$ cat config.mk
export PLATFORM = sky130hd
export DESIGN_NAME = tga_rle_pixel_decoder
export DESIGN_NICKNAME = d
export VERILOG_FILES = /design/src/rtl/core/trle_pkg.sv /design/src/rtl/core/tga_rle_pixel_decoder.sv /design/src/rtl/core/trle_front.sv /design/src/rtl/core/trle_queue.sv /design/src/rtl/core/trle_back.sv
export SDC_FILE = /design/constraint.sdc
export NUM_CORES = 1
export LEC_CHECK = 0
export ABC_AREA = 1
export BUFFER_PORTS_ARGS = -buffer_cell sky130_fd_sc_hd__buf_2
export CAP_MARGIN = 5
export CELL_PAD_IN_SITES_DETAIL_PLACEMENT = 1
export CELL_PAD_IN_SITES_GLOBAL_PLACEMENT = 2
export CORE_MARGIN = 2
export CORE_UTILIZATION = 35
export CTS_BUF_LIST = sky130_fd_sc_hd__clkbuf_4 sky130_fd_sc_hd__clkbuf_8 sky130_fd_sc_hd__clkbuf_16
export DETAILED_ROUTE_END_ITERATION = 12
export PLACE_DENSITY_LB_ADDON = 0.15
export SYNTH_ARGS = -nofsm -noshare
export SYNTH_HDL_FRONTEND = slang
export SYNTH_SLANG_ARGS = --single-unit
$ cat constraint.sdc
create_clock -name clk -period 4.9 [get_ports clk]
set_clock_uncertainty 0.1 [all_clocks]
set_input_delay 0.735 -clock clk [delete_from_list [all_inputs] [get_ports clk]]
set_output_delay 0.735 -clock clk [all_outputs]
set_load 0.01 [all_outputs]
$ cat src/rtl/core/trle_pkg.sv
// ----------------------------------------------------------------------------
// TGA RLE pixel decoder package
// Shared widths, register indexes and the pixel record that passes from the
// front decoder through the queue to the output stage.
// ----------------------------------------------------------------------------
`default_nettype none

package trle_pkg;

    // Configuration port
    localparam int CFG_INDEX_W = 2;
    localparam int CFG_DATA_W  = 25;

    typedef enum logic [CFG_INDEX_W-1:0] {
        REG_RUN_LENGTH_MODE = 2'd0,
        REG_BYTES_PER_PIXEL = 2'd1,
        REG_TOTAL_PIXELS    = 2'd2
    } cfg_reg_t;

    // Register widths and reset values
    localparam int BPP_W   = 3;
    localparam int COUNT_W = 25;

    localparam logic               RESET_RUN_LENGTH_MODE = 1'b1;
    localparam logic [BPP_W-1:0]   RESET_BYTES_PER_PIXEL = 3'd4;
    localparam logic [COUNT_W-1:0] RESET_TOTAL_PIXELS    = 25'd65536;

    // Three-byte pixel code and header fields
    localparam logic [BPP_W-1:0] BPP_THREE    = 3'd3;
    localparam logic [7:0]       RUN_BIAS     = 8'd127;
    localparam logic [7:0]       ALPHA_OPAQUE = 8'hFF;

    // Queue between front and back
    localparam int QUEUE_DEPTH = 2;
    localparam int QUEUE_AW    = (QUEUE_DEPTH > 1) ? $clog2(QUEUE_DEPTH) : 1;
    localparam int QUEUE_CW    = $clog2(QUEUE_DEPTH + 1);

    // One finished pixel as the front hands it over
    typedef struct packed {
        logic [23:0] pixel_bytes;   // B in 7:0, G in 15:8, R in 23:16
        logic [7:0]  last_byte;     // byte that closed the pixel
        logic        short_pixel;   // three-byte pixel: last byte is red
        logic [7:0]  repeat_count;
        logic        image_end;
    } pix_t;

endpackage

`default_nettype wire

$ cat src/rtl/core/tga_rle_pixel_decoder.sv
// ----------------------------------------------------------------------------
// TGA RLE pixel decoder
// Turns TGA pixel-data bytes into RGBA pixels with a repeat count.
// ----------------------------------------------------------------------------
// Usage:
//   Input channel (in_valid / in_stall / data_byte) takes one byte of pixel
//   data per transfer, one transfer per cycle when not stalled. Header bytes
//   of RLE packets and the leading bytes of a pixel give no result.
//   Output channel (out_valid / out_stall / red ... image_end) gives one
//   pixel per transfer; a run comes out once with its repeat_count, clipped
//   to the pixels left in the image. image_end marks the last result.
//   The transfer of a pixel's last byte writes it into the queue; from the head
//   of the queue it is loaded into the output register once that is free.
//   Throughput: one byte per cycle while in_stall is low, set by the front decoder.
//   A two-entry queue sits between front and output register; in_stall rises
//   only while that queue is full, so a stalled receiver holds back the input
//   after two more pixels. The output holds its payload while stalled.
//   Reset clears the decoder state and loads the configuration defaults:
//   RLE mode, four-byte pixels, 65536 pixels per image.
//   Configuration is written through cfg_write_en / cfg_index / cfg_data
//   while the block is idle; total_pixels takes effect at the next image.
// ----------------------------------------------------------------------------
`default_nettype none

module tga_rle_pixel_decoder (
    input  wire                                  clk,
    input  wire                                  rst_n,
    input  wire                                  cfg_write_en,
    input  wire  [trle_pkg::CFG_INDEX_W-1:0]     cfg_index,
    input  wire  [trle_pkg::CFG_DATA_W-1:0]      cfg_data,
    input  wire                                  in_valid,
    output logic                                 in_stall,
    input  wire  [7:0]                           data_byte,
    output logic                                 out_valid,
    input  wire                                  out_stall,
    output logic [7:0]                           red,
    output logic [7:0]                           green,
    output logic [7:0]                           blue,
    output logic [7:0]                           alpha,
    output logic [7:0]                           repeat_count,
    output logic                                 image_end
);

    logic                               accept;
    logic                               push;
    logic                               pop;
    logic                               queue_empty;
    logic                               queue_full;
    logic [trle_pkg::QUEUE_CW-1:0]      queue_level;
    trle_pkg::pix_t                     push_pix;
    trle_pkg::pix_t                     head_pix;

    assign in_stall = queue_full;
    assign accept   = in_valid && !in_stall;

    // Front: configuration, header decode, byte assembly, image count
    trle_front u_front (
        .clk          (clk),
        .rst_n        (rst_n),
        .cfg_write_en (cfg_write_en),
        .cfg_index    (cfg_index),
        .cfg_data     (cfg_data),
        .accept       (accept),
        .data_byte    (data_byte),
        .push         (push),
        .push_pix     (push_pix)
    );

    // Queue between front and output stage
    trle_queue u_queue (
        .clk      (clk),
        .rst_n    (rst_n),
        .push     (push),
        .push_pix (push_pix),
        .pop      (pop),
        .head_pix (head_pix),
        .empty    (queue_empty),
        .full     (queue_full),
        .level    (queue_level)
    );

    // Output stage
    trle_back u_back (
        .clk          (clk),
        .rst_n        (rst_n),
        .head_pix     (head_pix),
        .queue_empty  (queue_empty),
        .pop          (pop),
        .out_valid    (out_valid),
        .out_stall    (out_stall),
        .red          (red),
        .green        (green),
        .blue         (blue),
        .alpha        (alpha),
        .repeat_count (repeat_count),
        .image_end    (image_end)
    );

    // Queue never holds more than its depth
    assert property (@(posedge clk) disable iff (!rst_n)
        queue_level <= trle_pkg::QUEUE_CW'(trle_pkg::QUEUE_DEPTH))
        else $error("pixel queue over depth");

    // A delivered result never carries a zero repeat count
    assert property (@(posedge clk) disable iff (!rst_n)
        out_valid |-> repeat_count != 8'd0)
        else $error("zero repeat count on output");

    // A completed output transfer is refilled next cycle when pixels wait
    assert property (@(posedge clk) disable iff (!rst_n)
        out_valid && !out_stall && !queue_empty |=> out_valid)
        else $error("output stage idle with queued pixels");

    // A pushed pixel leaves the queue non-empty or goes straight out
    assert property (@(posedge clk) disable iff (!rst_n)
        push |=> !queue_empty || out_valid)
        else $error("pushed pixel lost");

endmodule

`default_nettype wire

$ cat src/rtl/core/trle_front.sv
// ----------------------------------------------------------------------------
// TGA RLE front decoder
// Holds the configuration, takes one data byte per transfer, decodes packet
// headers, assembles pixel bytes and counts the image, pushing finished pixels.
// ----------------------------------------------------------------------------
`default_nettype none

module trle_front (
    input  wire                                  clk,
    input  wire                                  rst_n,
    input  wire                                  cfg_write_en,
    input  wire  [trle_pkg::CFG_INDEX_W-1:0]     cfg_index,
    input  wire  [trle_pkg::CFG_DATA_W-1:0]      cfg_data,
    input  wire                                  accept,
    input  wire  [7:0]                           data_byte,
    output logic                                 push,
    output trle_pkg::pix_t                       push_pix
);

    // Configuration registers
    logic                           mode_reg;
    logic [trle_pkg::BPP_W-1:0]     bpp_reg;
    logic [trle_pkg::COUNT_W-1:0]   total_reg;

    // Decode state
    logic [7:0]                     packet_left_reg, packet_left_next;
    logic                           is_run_reg, is_run_next;
    logic [1:0]                     pos_reg, pos_next;
    logic [23:0]                    pixel_reg, pixel_next;
    logic [trle_pkg::COUNT_W-1:0]   remain_reg, remain_next;

    logic [trle_pkg::COUNT_W-1:0]   remain_eff;
    logic [trle_pkg::COUNT_W-1:0]   rep_wide;
    logic [trle_pkg::COUNT_W-1:0]   remain_after;
    logic [1:0]                     last_pos;
    logic [7:0]                     rep;

    // Configuration writes
    always_ff @(posedge clk or negedge rst_n)
    begin
        if (!rst_n)
        begin
            mode_reg  <= trle_pkg::RESET_RUN_LENGTH_MODE;
            bpp_reg   <= trle_pkg::RESET_BYTES_PER_PIXEL;
            total_reg <= trle_pkg::RESET_TOTAL_PIXELS;
        end
        else if (cfg_write_en)
        begin
            case (trle_pkg::cfg_reg_t'(cfg_index))
                trle_pkg::REG_RUN_LENGTH_MODE: mode_reg  <= cfg_data[0];
                trle_pkg::REG_BYTES_PER_PIXEL: bpp_reg   <= cfg_data[trle_pkg::BPP_W-1:0];
                trle_pkg::REG_TOTAL_PIXELS:    total_reg <= cfg_data;
                default:                       ;
            endcase
        end
    end

    // Byte decode
    always_comb
    begin
        packet_left_next = packet_left_reg;
        is_run_next      = is_run_reg;
        pos_next         = pos_reg;
        pixel_next       = pixel_reg;
        remain_next      = remain_reg;
        push             = 1'b0;
        rep              = 8'd1;
        rep_wide         = '0;
        remain_after     = remain_reg;

        // image start reload, zero total counts as one pixel
        if (remain_reg == '0)
            remain_eff = (total_reg == '0) ? trle_pkg::COUNT_W'(1) : total_reg;
        else
            remain_eff = remain_reg;

        last_pos = (bpp_reg == trle_pkg::BPP_THREE) ? 2'd2 : 2'd3;

        if (accept)
        begin
            remain_next = remain_eff;
            if (mode_reg && packet_left_reg == 8'd0)
            begin
                // packet header
                is_run_next      = data_byte[7];
                packet_left_next = data_byte[7] ? (data_byte - trle_pkg::RUN_BIAS)
                                                : (data_byte + 8'd1);
            end
            else if (pos_reg < last_pos)
            begin
                // collect one colour byte
                case (pos_reg)
                    2'd0:    pixel_next[7:0]   = data_byte;
                    2'd1:    pixel_next[15:8]  = data_byte;
                    default: pixel_next[23:16] = data_byte;
                endcase
                pos_next = pos_reg + 2'd1;
            end
            else
            begin
                // pixel complete
                if (last_pos == 2'd2)
                    pixel_next[23:16] = data_byte;
                pos_next = 2'd0;
                push     = 1'b1;

                if (mode_reg)
                begin
                    if (is_run_reg)
                    begin
                        rep              = packet_left_reg;
                        packet_left_next = 8'd0;
                    end
                    else
                    begin
                        packet_left_next = packet_left_reg - 8'd1;
                    end
                end

                // clip to what is left of the image
                rep_wide = {{(trle_pkg::COUNT_W-8){1'b0}}, rep};
                if (rep_wide > remain_eff)
                begin
                    rep      = remain_eff[7:0];
                    rep_wide = remain_eff;
                end
                remain_after = remain_eff - rep_wide;
                remain_next  = remain_after;

                // image end drops the packet in progress
                if (remain_after == '0)
                begin
                    packet_left_next = 8'd0;
                    is_run_next      = 1'b0;
                    pos_next         = 2'd0;
                end
            end
        end

        push_pix.pixel_bytes  = pixel_reg;
        push_pix.last_byte    = data_byte;
        push_pix.short_pixel  = (last_pos == 2'd2);
        push_pix.repeat_count = rep;
        push_pix.image_end    = (remain_after == '0);
    end

    // State registers
    always_ff @(posedge clk or negedge rst_n)
    begin
        if (!rst_n)
        begin
            packet_left_reg <= 8'd0;
            is_run_reg      <= 1'b0;
            pos_reg         <= 2'd0;
            pixel_reg       <= 24'd0;
            remain_reg      <= '0;
        end
        else
        begin
            packet_left_reg <= packet_left_next;
            is_run_reg      <= is_run_next;
            pos_reg         <= pos_next;
            pixel_reg       <= pixel_next;
            remain_reg      <= remain_next;
        end
    end

endmodule

`default_nettype wire

$ cat src/rtl/core/trle_queue.sv
// ----------------------------------------------------------------------------
// TGA RLE pixel queue
// Short FIFO of finished pixels so the front and the output stage stall
// independently.
// ----------------------------------------------------------------------------
`default_nettype none

module trle_queue (
    input  wire                                  clk,
    input  wire                                  rst_n,
    input  wire                                  push,
    input  trle_pkg::pix_t                       push_pix,
    input  wire                                  pop,
    output trle_pkg::pix_t                       head_pix,
    output logic                                 empty,
    output logic                                 full,
    output logic [trle_pkg::QUEUE_CW-1:0]        level
);

    trle_pkg::pix_t                     entry_reg [trle_pkg::QUEUE_DEPTH];
    logic [trle_pkg::QUEUE_AW-1:0]      wr_ptr_reg, rd_ptr_reg;
    logic [trle_pkg::QUEUE_CW-1:0]      count_reg, count_next;

    assign empty    = (count_reg == '0);
    assign full     = (count_reg == trle_pkg::QUEUE_CW'(trle_pkg::QUEUE_DEPTH));
    assign level    = count_reg;
    assign head_pix = entry_reg[rd_ptr_reg];

    // Occupancy
    always_comb
    begin
        count_next = count_reg;
        if (push && !pop)
            count_next = count_reg + trle_pkg::QUEUE_CW'(1);
        else if (pop && !push)
            count_next = count_reg - trle_pkg::QUEUE_CW'(1);
    end

    // Pointers
    always_ff @(posedge clk or negedge rst_n)
    begin
        if (!rst_n)
        begin
            wr_ptr_reg <= '0;
            rd_ptr_reg <= '0;
            count_reg  <= '0;
        end
        else
        begin
            count_reg <= count_next;
            if (push)
                wr_ptr_reg <= (wr_ptr_reg == trle_pkg::QUEUE_AW'(trle_pkg::QUEUE_DEPTH - 1))
                              ? '0 : wr_ptr_reg + trle_pkg::QUEUE_AW'(1);
            if (pop)
                rd_ptr_reg <= (rd_ptr_reg == trle_pkg::QUEUE_AW'(trle_pkg::QUEUE_DEPTH - 1))
                              ? '0 : rd_ptr_reg + trle_pkg::QUEUE_AW'(1);
        end
    end

    // Storage
    always_ff @(posedge clk)
    begin
        if (push)
            entry_reg[wr_ptr_reg] <= push_pix;
    end

endmodule

`default_nettype wire

$ cat src/rtl/core/trle_back.sv
// ----------------------------------------------------------------------------
// TGA RLE output stage
// Pulls pixels from the queue, resolves red and alpha for the pixel size and
// holds the result in the output register until the receiver takes it.
// ----------------------------------------------------------------------------
`default_nettype none

module trle_back (
    input  wire                 clk,
    input  wire                 rst_n,
    input  trle_pkg::pix_t      head_pix,
    input  wire                 queue_empty,
    output logic                pop,
    output logic                out_valid,
    input  wire                 out_stall,
    output logic [7:0]          red,
    output logic [7:0]          green,
    output logic [7:0]          blue,
    output logic [7:0]          alpha,
    output logic [7:0]          repeat_count,
    output logic                image_end
);

    logic        valid_reg;
    logic [7:0]  red_reg, green_reg, blue_reg, alpha_reg, rep_reg;
    logic        end_reg;

    // Load when the register is empty or its transfer completes now
    assign pop = !queue_empty && (!valid_reg || !out_stall);

    always_ff @(posedge clk or negedge rst_n)
    begin
        if (!rst_n)
            valid_reg <= 1'b0;
        else if (!valid_reg || !out_stall)
            valid_reg <= !queue_empty;
    end

    // Payload, red and alpha depend on the pixel size
    always_ff @(posedge clk)
    begin
        if (pop)
        begin
            blue_reg  <= head_pix.pixel_bytes[7:0];
            green_reg <= head_pix.pixel_bytes[15:8];
            red_reg   <= head_pix.short_pixel ? head_pix.last_byte
                                              : head_pix.pixel_bytes[23:16];
            alpha_reg <= head_pix.short_pixel ? trle_pkg::ALPHA_OPAQUE
                                              : head_pix.last_byte;
            rep_reg   <= head_pix.repeat_count;
            end_reg   <= head_pix.image_end;
        end
    end

    assign out_valid    = valid_reg;
    assign red          = red_reg;
    assign green        = green_reg;
    assign blue         = blue_reg;
    assign alpha        = alpha_reg;
    assign repeat_count = rep_reg;
    assign image_end    = end_reg;

endmodule

`default_nettype wire

==> metrics.txt <==
# TYPE chip_impl_metric gauge
chip_impl_metric{name="h_tree_depth_reported_by_cts",unit=""} 1
chip_impl_metric{name="dp_hpwl",unit="mm"} 22.27
chip_impl_metric{name="fraction_of_layout_cells_with_a_size_suffix_above_1",unit="%"} 38.22
chip_impl_metric{name="clock_latency",unit="ps"} 550
chip_impl_info{name="violated_checks",value="setup timing"} 1
chip_impl_metric{name="post-route-util",unit="%"} 48.50
chip_impl_info{name="cts_tree",value="yes"} 1
chip_impl_metric{name="r2r_setup_slack",unit="ps"} -580
chip_impl_metric{name="period_needed",unit="ps"} 5477
chip_impl_metric{name="postRouteWirelength",unit="mm"} 30.72
chip_impl_metric{name="layout.area.seq",unit="um2"} 6110
chip_impl_metric{name="layout.nets",unit=""} 1428
chip_impl_info{name="r2r-start",value="u_front.remain_reg[12]"} 1
chip_impl_info{name="status",value="finished with violations"} 1
chip_impl_metric{name="grt.met1_usage",unit="%"} 26.66
chip_impl_metric{name="leakage_component_of_the_power",unit="nW"} 6.504
chip_impl_info{name="critical-path-top-cell-by-count",value="nand2_1"} 1
chip_impl_info{name="leading_area_contributor_after_synthesis",value="edfxtp_1"} 1
chip_impl_metric{name="floorplan.die_area",unit="um2"} 31100
chip_impl_metric{name="syn-num-nets",unit=""} 1134
chip_impl_metric{name="post_synth.cell_area_avg",unit="um2"} 9.709
chip_impl_info{name="worst_r2r_endpoint",value="u_front.packet_left_reg[4]"} 1
chip_impl_info{name="hold_class",value="primary input to asynchronous set/reset pin"} 1
chip_impl_metric{name="synth.top_cell.area_share",unit="%"} 36.10
chip_impl_metric{name="via_count_of_the_first_global_routing_pass",unit=""} 8834
chip_impl_metric{name="multi_input_area",unit="um2"} 4312
chip_impl_metric{name="worst-slew-pin-transition",unit="ps"} 1130
chip_impl_info{name="netlist_top_cells_area",value="edfxtp_1, dfrtp_1, nand2_1"} 1
chip_impl_metric{name="crit_path_max_incr_delay",unit="ps"} 400
chip_impl_metric{name="synth_sequential_area_ratio",unit="%"} 58.75
chip_impl_metric{name="synth_cells",unit=""} 1071
chip_impl_metric{name="core_area",unit="um2"} 29480
chip_impl_info{name="worstSetupStartpointType",value="register"} 1
chip_impl_info{name="worstSetupStartpoint",value="u_front.remain_reg[12]"} 1
chip_impl_metric{name="r2r_cells",unit=""} 39
chip_impl_metric{name="final_min_period_over_clock_period",unit="%"} 111.8
chip_impl_metric{name="cts_max_path_buffers",unit=""} 3
chip_impl_metric{name="rows",unit=""} 63
chip_impl_info{name="nature_of_the_critical_path_endpoint",value="register"} 1
chip_impl_metric{name="largest_reg_flops",unit=""} 84
chip_impl_metric{name="cp_num_cells",unit=""} 39
chip_impl_metric{name="filler_cell_count",unit=""} 3335
chip_impl_info{name="rsz_0062_raised_after_global_routing",value="yes"} 1
chip_impl_metric{name="route.detailed.drc",unit=""} 0
chip_impl_metric{name="number_of_failing_setup_endpoints_in_the_final_timing_report",unit=""} 13
chip_impl_info{name="setup.worst_path.end",value="u_front.packet_left_reg[4]"} 1
chip_impl_metric{name="grt.met2_usage",unit="%"} 34.31
chip_impl_metric{name="synth-edff-count",unit=""} 125
chip_impl_metric{name="die_height",unit="um"} 176.4
chip_impl_metric{name="gr-usage-met3",unit="%"} 2.390
chip_impl_metric{name="drv.max_cap_violation_count",unit=""} 0
chip_impl_metric{name="final_critical_path_setup_slack",unit="ps"} -577.2
chip_impl_info{name="timing.critical_path.max_delay_family",value="simple AND/OR/NAND/NOR gates"} 1
chip_impl_metric{name="port_buf_inserts",unit=""} 82
chip_impl_metric{name="worstPathBufferInverterCount",unit=""} 5
chip_impl_metric{name="number_of_antenna_violations_at_the_first_check_in_global_routing",unit=""} 0
chip_impl_info{name="grt-busiest-layer",value="met2"} 1
chip_impl_metric{name="crit_required",unit="ps"} 5280
chip_impl_metric{name="max_frequency",unit="GHz"} 0.1826
chip_impl_info{name="worst_path_max_delay_cell",value="dfrtp_1"} 1
chip_impl_metric{name="cts.reportedPaths.clkPinSlew",unit="ps"} 60
chip_impl_info{name="mostFrequentLayoutCell",value="nand2_1"} 1
chip_impl_metric{name="top_ports",unit=""} 83
chip_impl_metric{name="detail_route.wl_per_cell",unit="um"} 17.32
chip_impl_metric{name="floorplan.die.width",unit="um"} 176.4
chip_impl_info{name="setup.worst_path.class",value="register to register"} 1
chip_impl_metric{name="grt-ovfl-total",unit=""} 0
chip_impl_metric{name="antennaDiodeCount",unit=""} 0
chip_impl_metric{name="start_util",unit="%"} 35.27
chip_impl_metric{name="post_synth_num_cell_types",unit=""} 42
chip_impl_info{name="cts_root_buf",value="clkbuf_16"} 1
chip_impl_metric{name="critical_path_arrival",unit="ps"} 5860
chip_impl_metric{name="timing.final.max_slew_violations",unit=""} 0
chip_impl_metric{name="cts_hold_repair.buffers",unit=""} 0
chip_impl_metric{name="finalWeightedCongestion",unit=""} 0.8538
chip_impl_metric{name="power.density",unit="nW/um2"} 683.4
chip_impl_metric{name="synthToLayoutAreaGrowth",unit="%"} 37.50
chip_impl_metric{name="async_flop_share",unit="%"} 42.92
chip_impl_metric{name="ys_warn_count",unit=""} 0
chip_impl_metric{name="drt_iter0_drc",unit=""} 411
chip_impl_metric{name="path_max_fanout",unit=""} 8
chip_impl_metric{name="tritoncts_num_sinks",unit=""} 219
chip_impl_metric{name="first_pass_iters",unit=""} 4
chip_impl_metric{name="count_of_endpoints_failing_hold_in_the_final_timing_report",unit=""} 0
chip_impl_info{name="layout_common_cells",value="nand2_1, buf_4, edfxtp_1"} 1
chip_impl_metric{name="max-vdd-ir-drop",unit="uV"} 329.7
chip_impl_metric{name="maxSlewHeadroom",unit="%"} 23.18
chip_impl_metric{name="cts_inserted_buffers",unit=""} 25
chip_impl_metric{name="ys_seq_elements",unit=""} 219
chip_impl_metric{name="synth_area",unit="um2"} 10400
chip_impl_metric{name="total_power",unit="mW"} 9.771
chip_impl_metric{name="groute.usage.overall",unit="%"} 19.78
chip_impl_metric{name="post_drt_via_cell_ratio",unit=""} 4.785
chip_impl_info{name="ys.flop_type",value="edfxtp_1"} 1
chip_impl_metric{name="grt_first_pass_wirelength",unit="mm"} 48.14
chip_impl_metric{name="grt_start_max_net_pins",unit=""} 65
chip_impl_metric{name="route.antenna.remaining_nets",unit=""} 0
chip_impl_metric{name="detailroute.via_count",unit=""} 8489
==> per-stage QoR <==
stage                     std cells  area, um2  worst slack, ps  setup TNS [ps]  hold slack, ps
after global placement         1685      12500           -680.2           -6859           348.4
after detailed placement       1685      12500           -821.3           -8544           355.5
after CTS                      1755      13660           -489.8           -4971           221.8
after global routing           1774      14300            -1023          -14810           232.4
final                          1774      14300           -577.2           -6233           178.0
after floorplan                1071      10420           -46.18          -369.4           339.4
==> logic make-up after synthesis <==
kind of cell / Yosys count / synth area share, %
xor+xnor: 12 / 1.011
mux: 30 / 3.140
simple gates: 508 / 21.16
buf+inv: 140 / 5.234
fa+ha+maj: 23 / 2.840
flops: 219 / 58.75
compound gates: 139 / 7.857
==> synthesized netlist by cell type (5+ instances only) <==
cell        n
mux2i_1     9
o21ai_0    79
nor2_2     12
a22oi_1     6
nor2_1     85
dfrtp_1    91
nand4_1    14
mux2_2     21
ha_1       22
o211ai_1   11
nand2_4     5
nand2_2    13
clkbuf_1   27
xor2_1      8
or2_2       9
nand2_1   295
a21oi_1    24
o221ai_1   13
nor3_1      8
edfxtp_1  125
nand3_1    50
inv_1     103
nor4_1     10
==> how the worst min path moves through the flow <==
stage	start	endpoint	slack [ps]	cells after the start
final	rst_n	u_front.pixel_reg[13]	180	1
after global routing	rst_n	u_front.pixel_reg[13]	230	1
after CTS	rst_n	u_front.pixel_reg[13]	220	1
after detailed placement	u_front.pixel_reg[0]	u_queue.entry_reg[1][18]	360	0
after global placement	u_front.pixel_reg[18]	u_queue.entry_reg[0][36]	350	0
after floorplan	rst_n	u_back.out_valid	340	0
==> routing by layer <==
metal	share of wire, %	up-vias
met5	0	-
met2	49	155
met3	3.3	33
met4	1.8	0
li1	-	4186
met1	46	4115
==> report_power, final <==
| group | switching, mW | internal, mW | leakage [nW] | total (mW) |
|---|---|---|---|---|
| combinational | 2.78 | 2.19 | 3.74 | 4.97 |
| sequential | 0.232 | 2.60 | 2.34 | 2.84 |
| clock | 0.767 | 1.19 | 0.432 | 1.96 |
==> layout make-up <==
cell class / count / area share (%)
clock buffers: 33 / 5.014
flip-flops and latches: 219 / 42.73
well taps: 390 / 3.413
clock inverters: 13 / 1.138
repair buffers: 298 / 14.68
inverters: 108 / 2.870
multi-input cells: 713 / 30.15
==> what timing repair did <==
action                                 4_1_cts  5_1_grt
endpoints found under the hold margin        0        0
setup buffers                               22       20
pin swaps                                   10       63
cloned                                       2        1
setup endpoints to repair                   19       30
gates resized for setup                     23      138
Power figures use the tool's default switching activity.
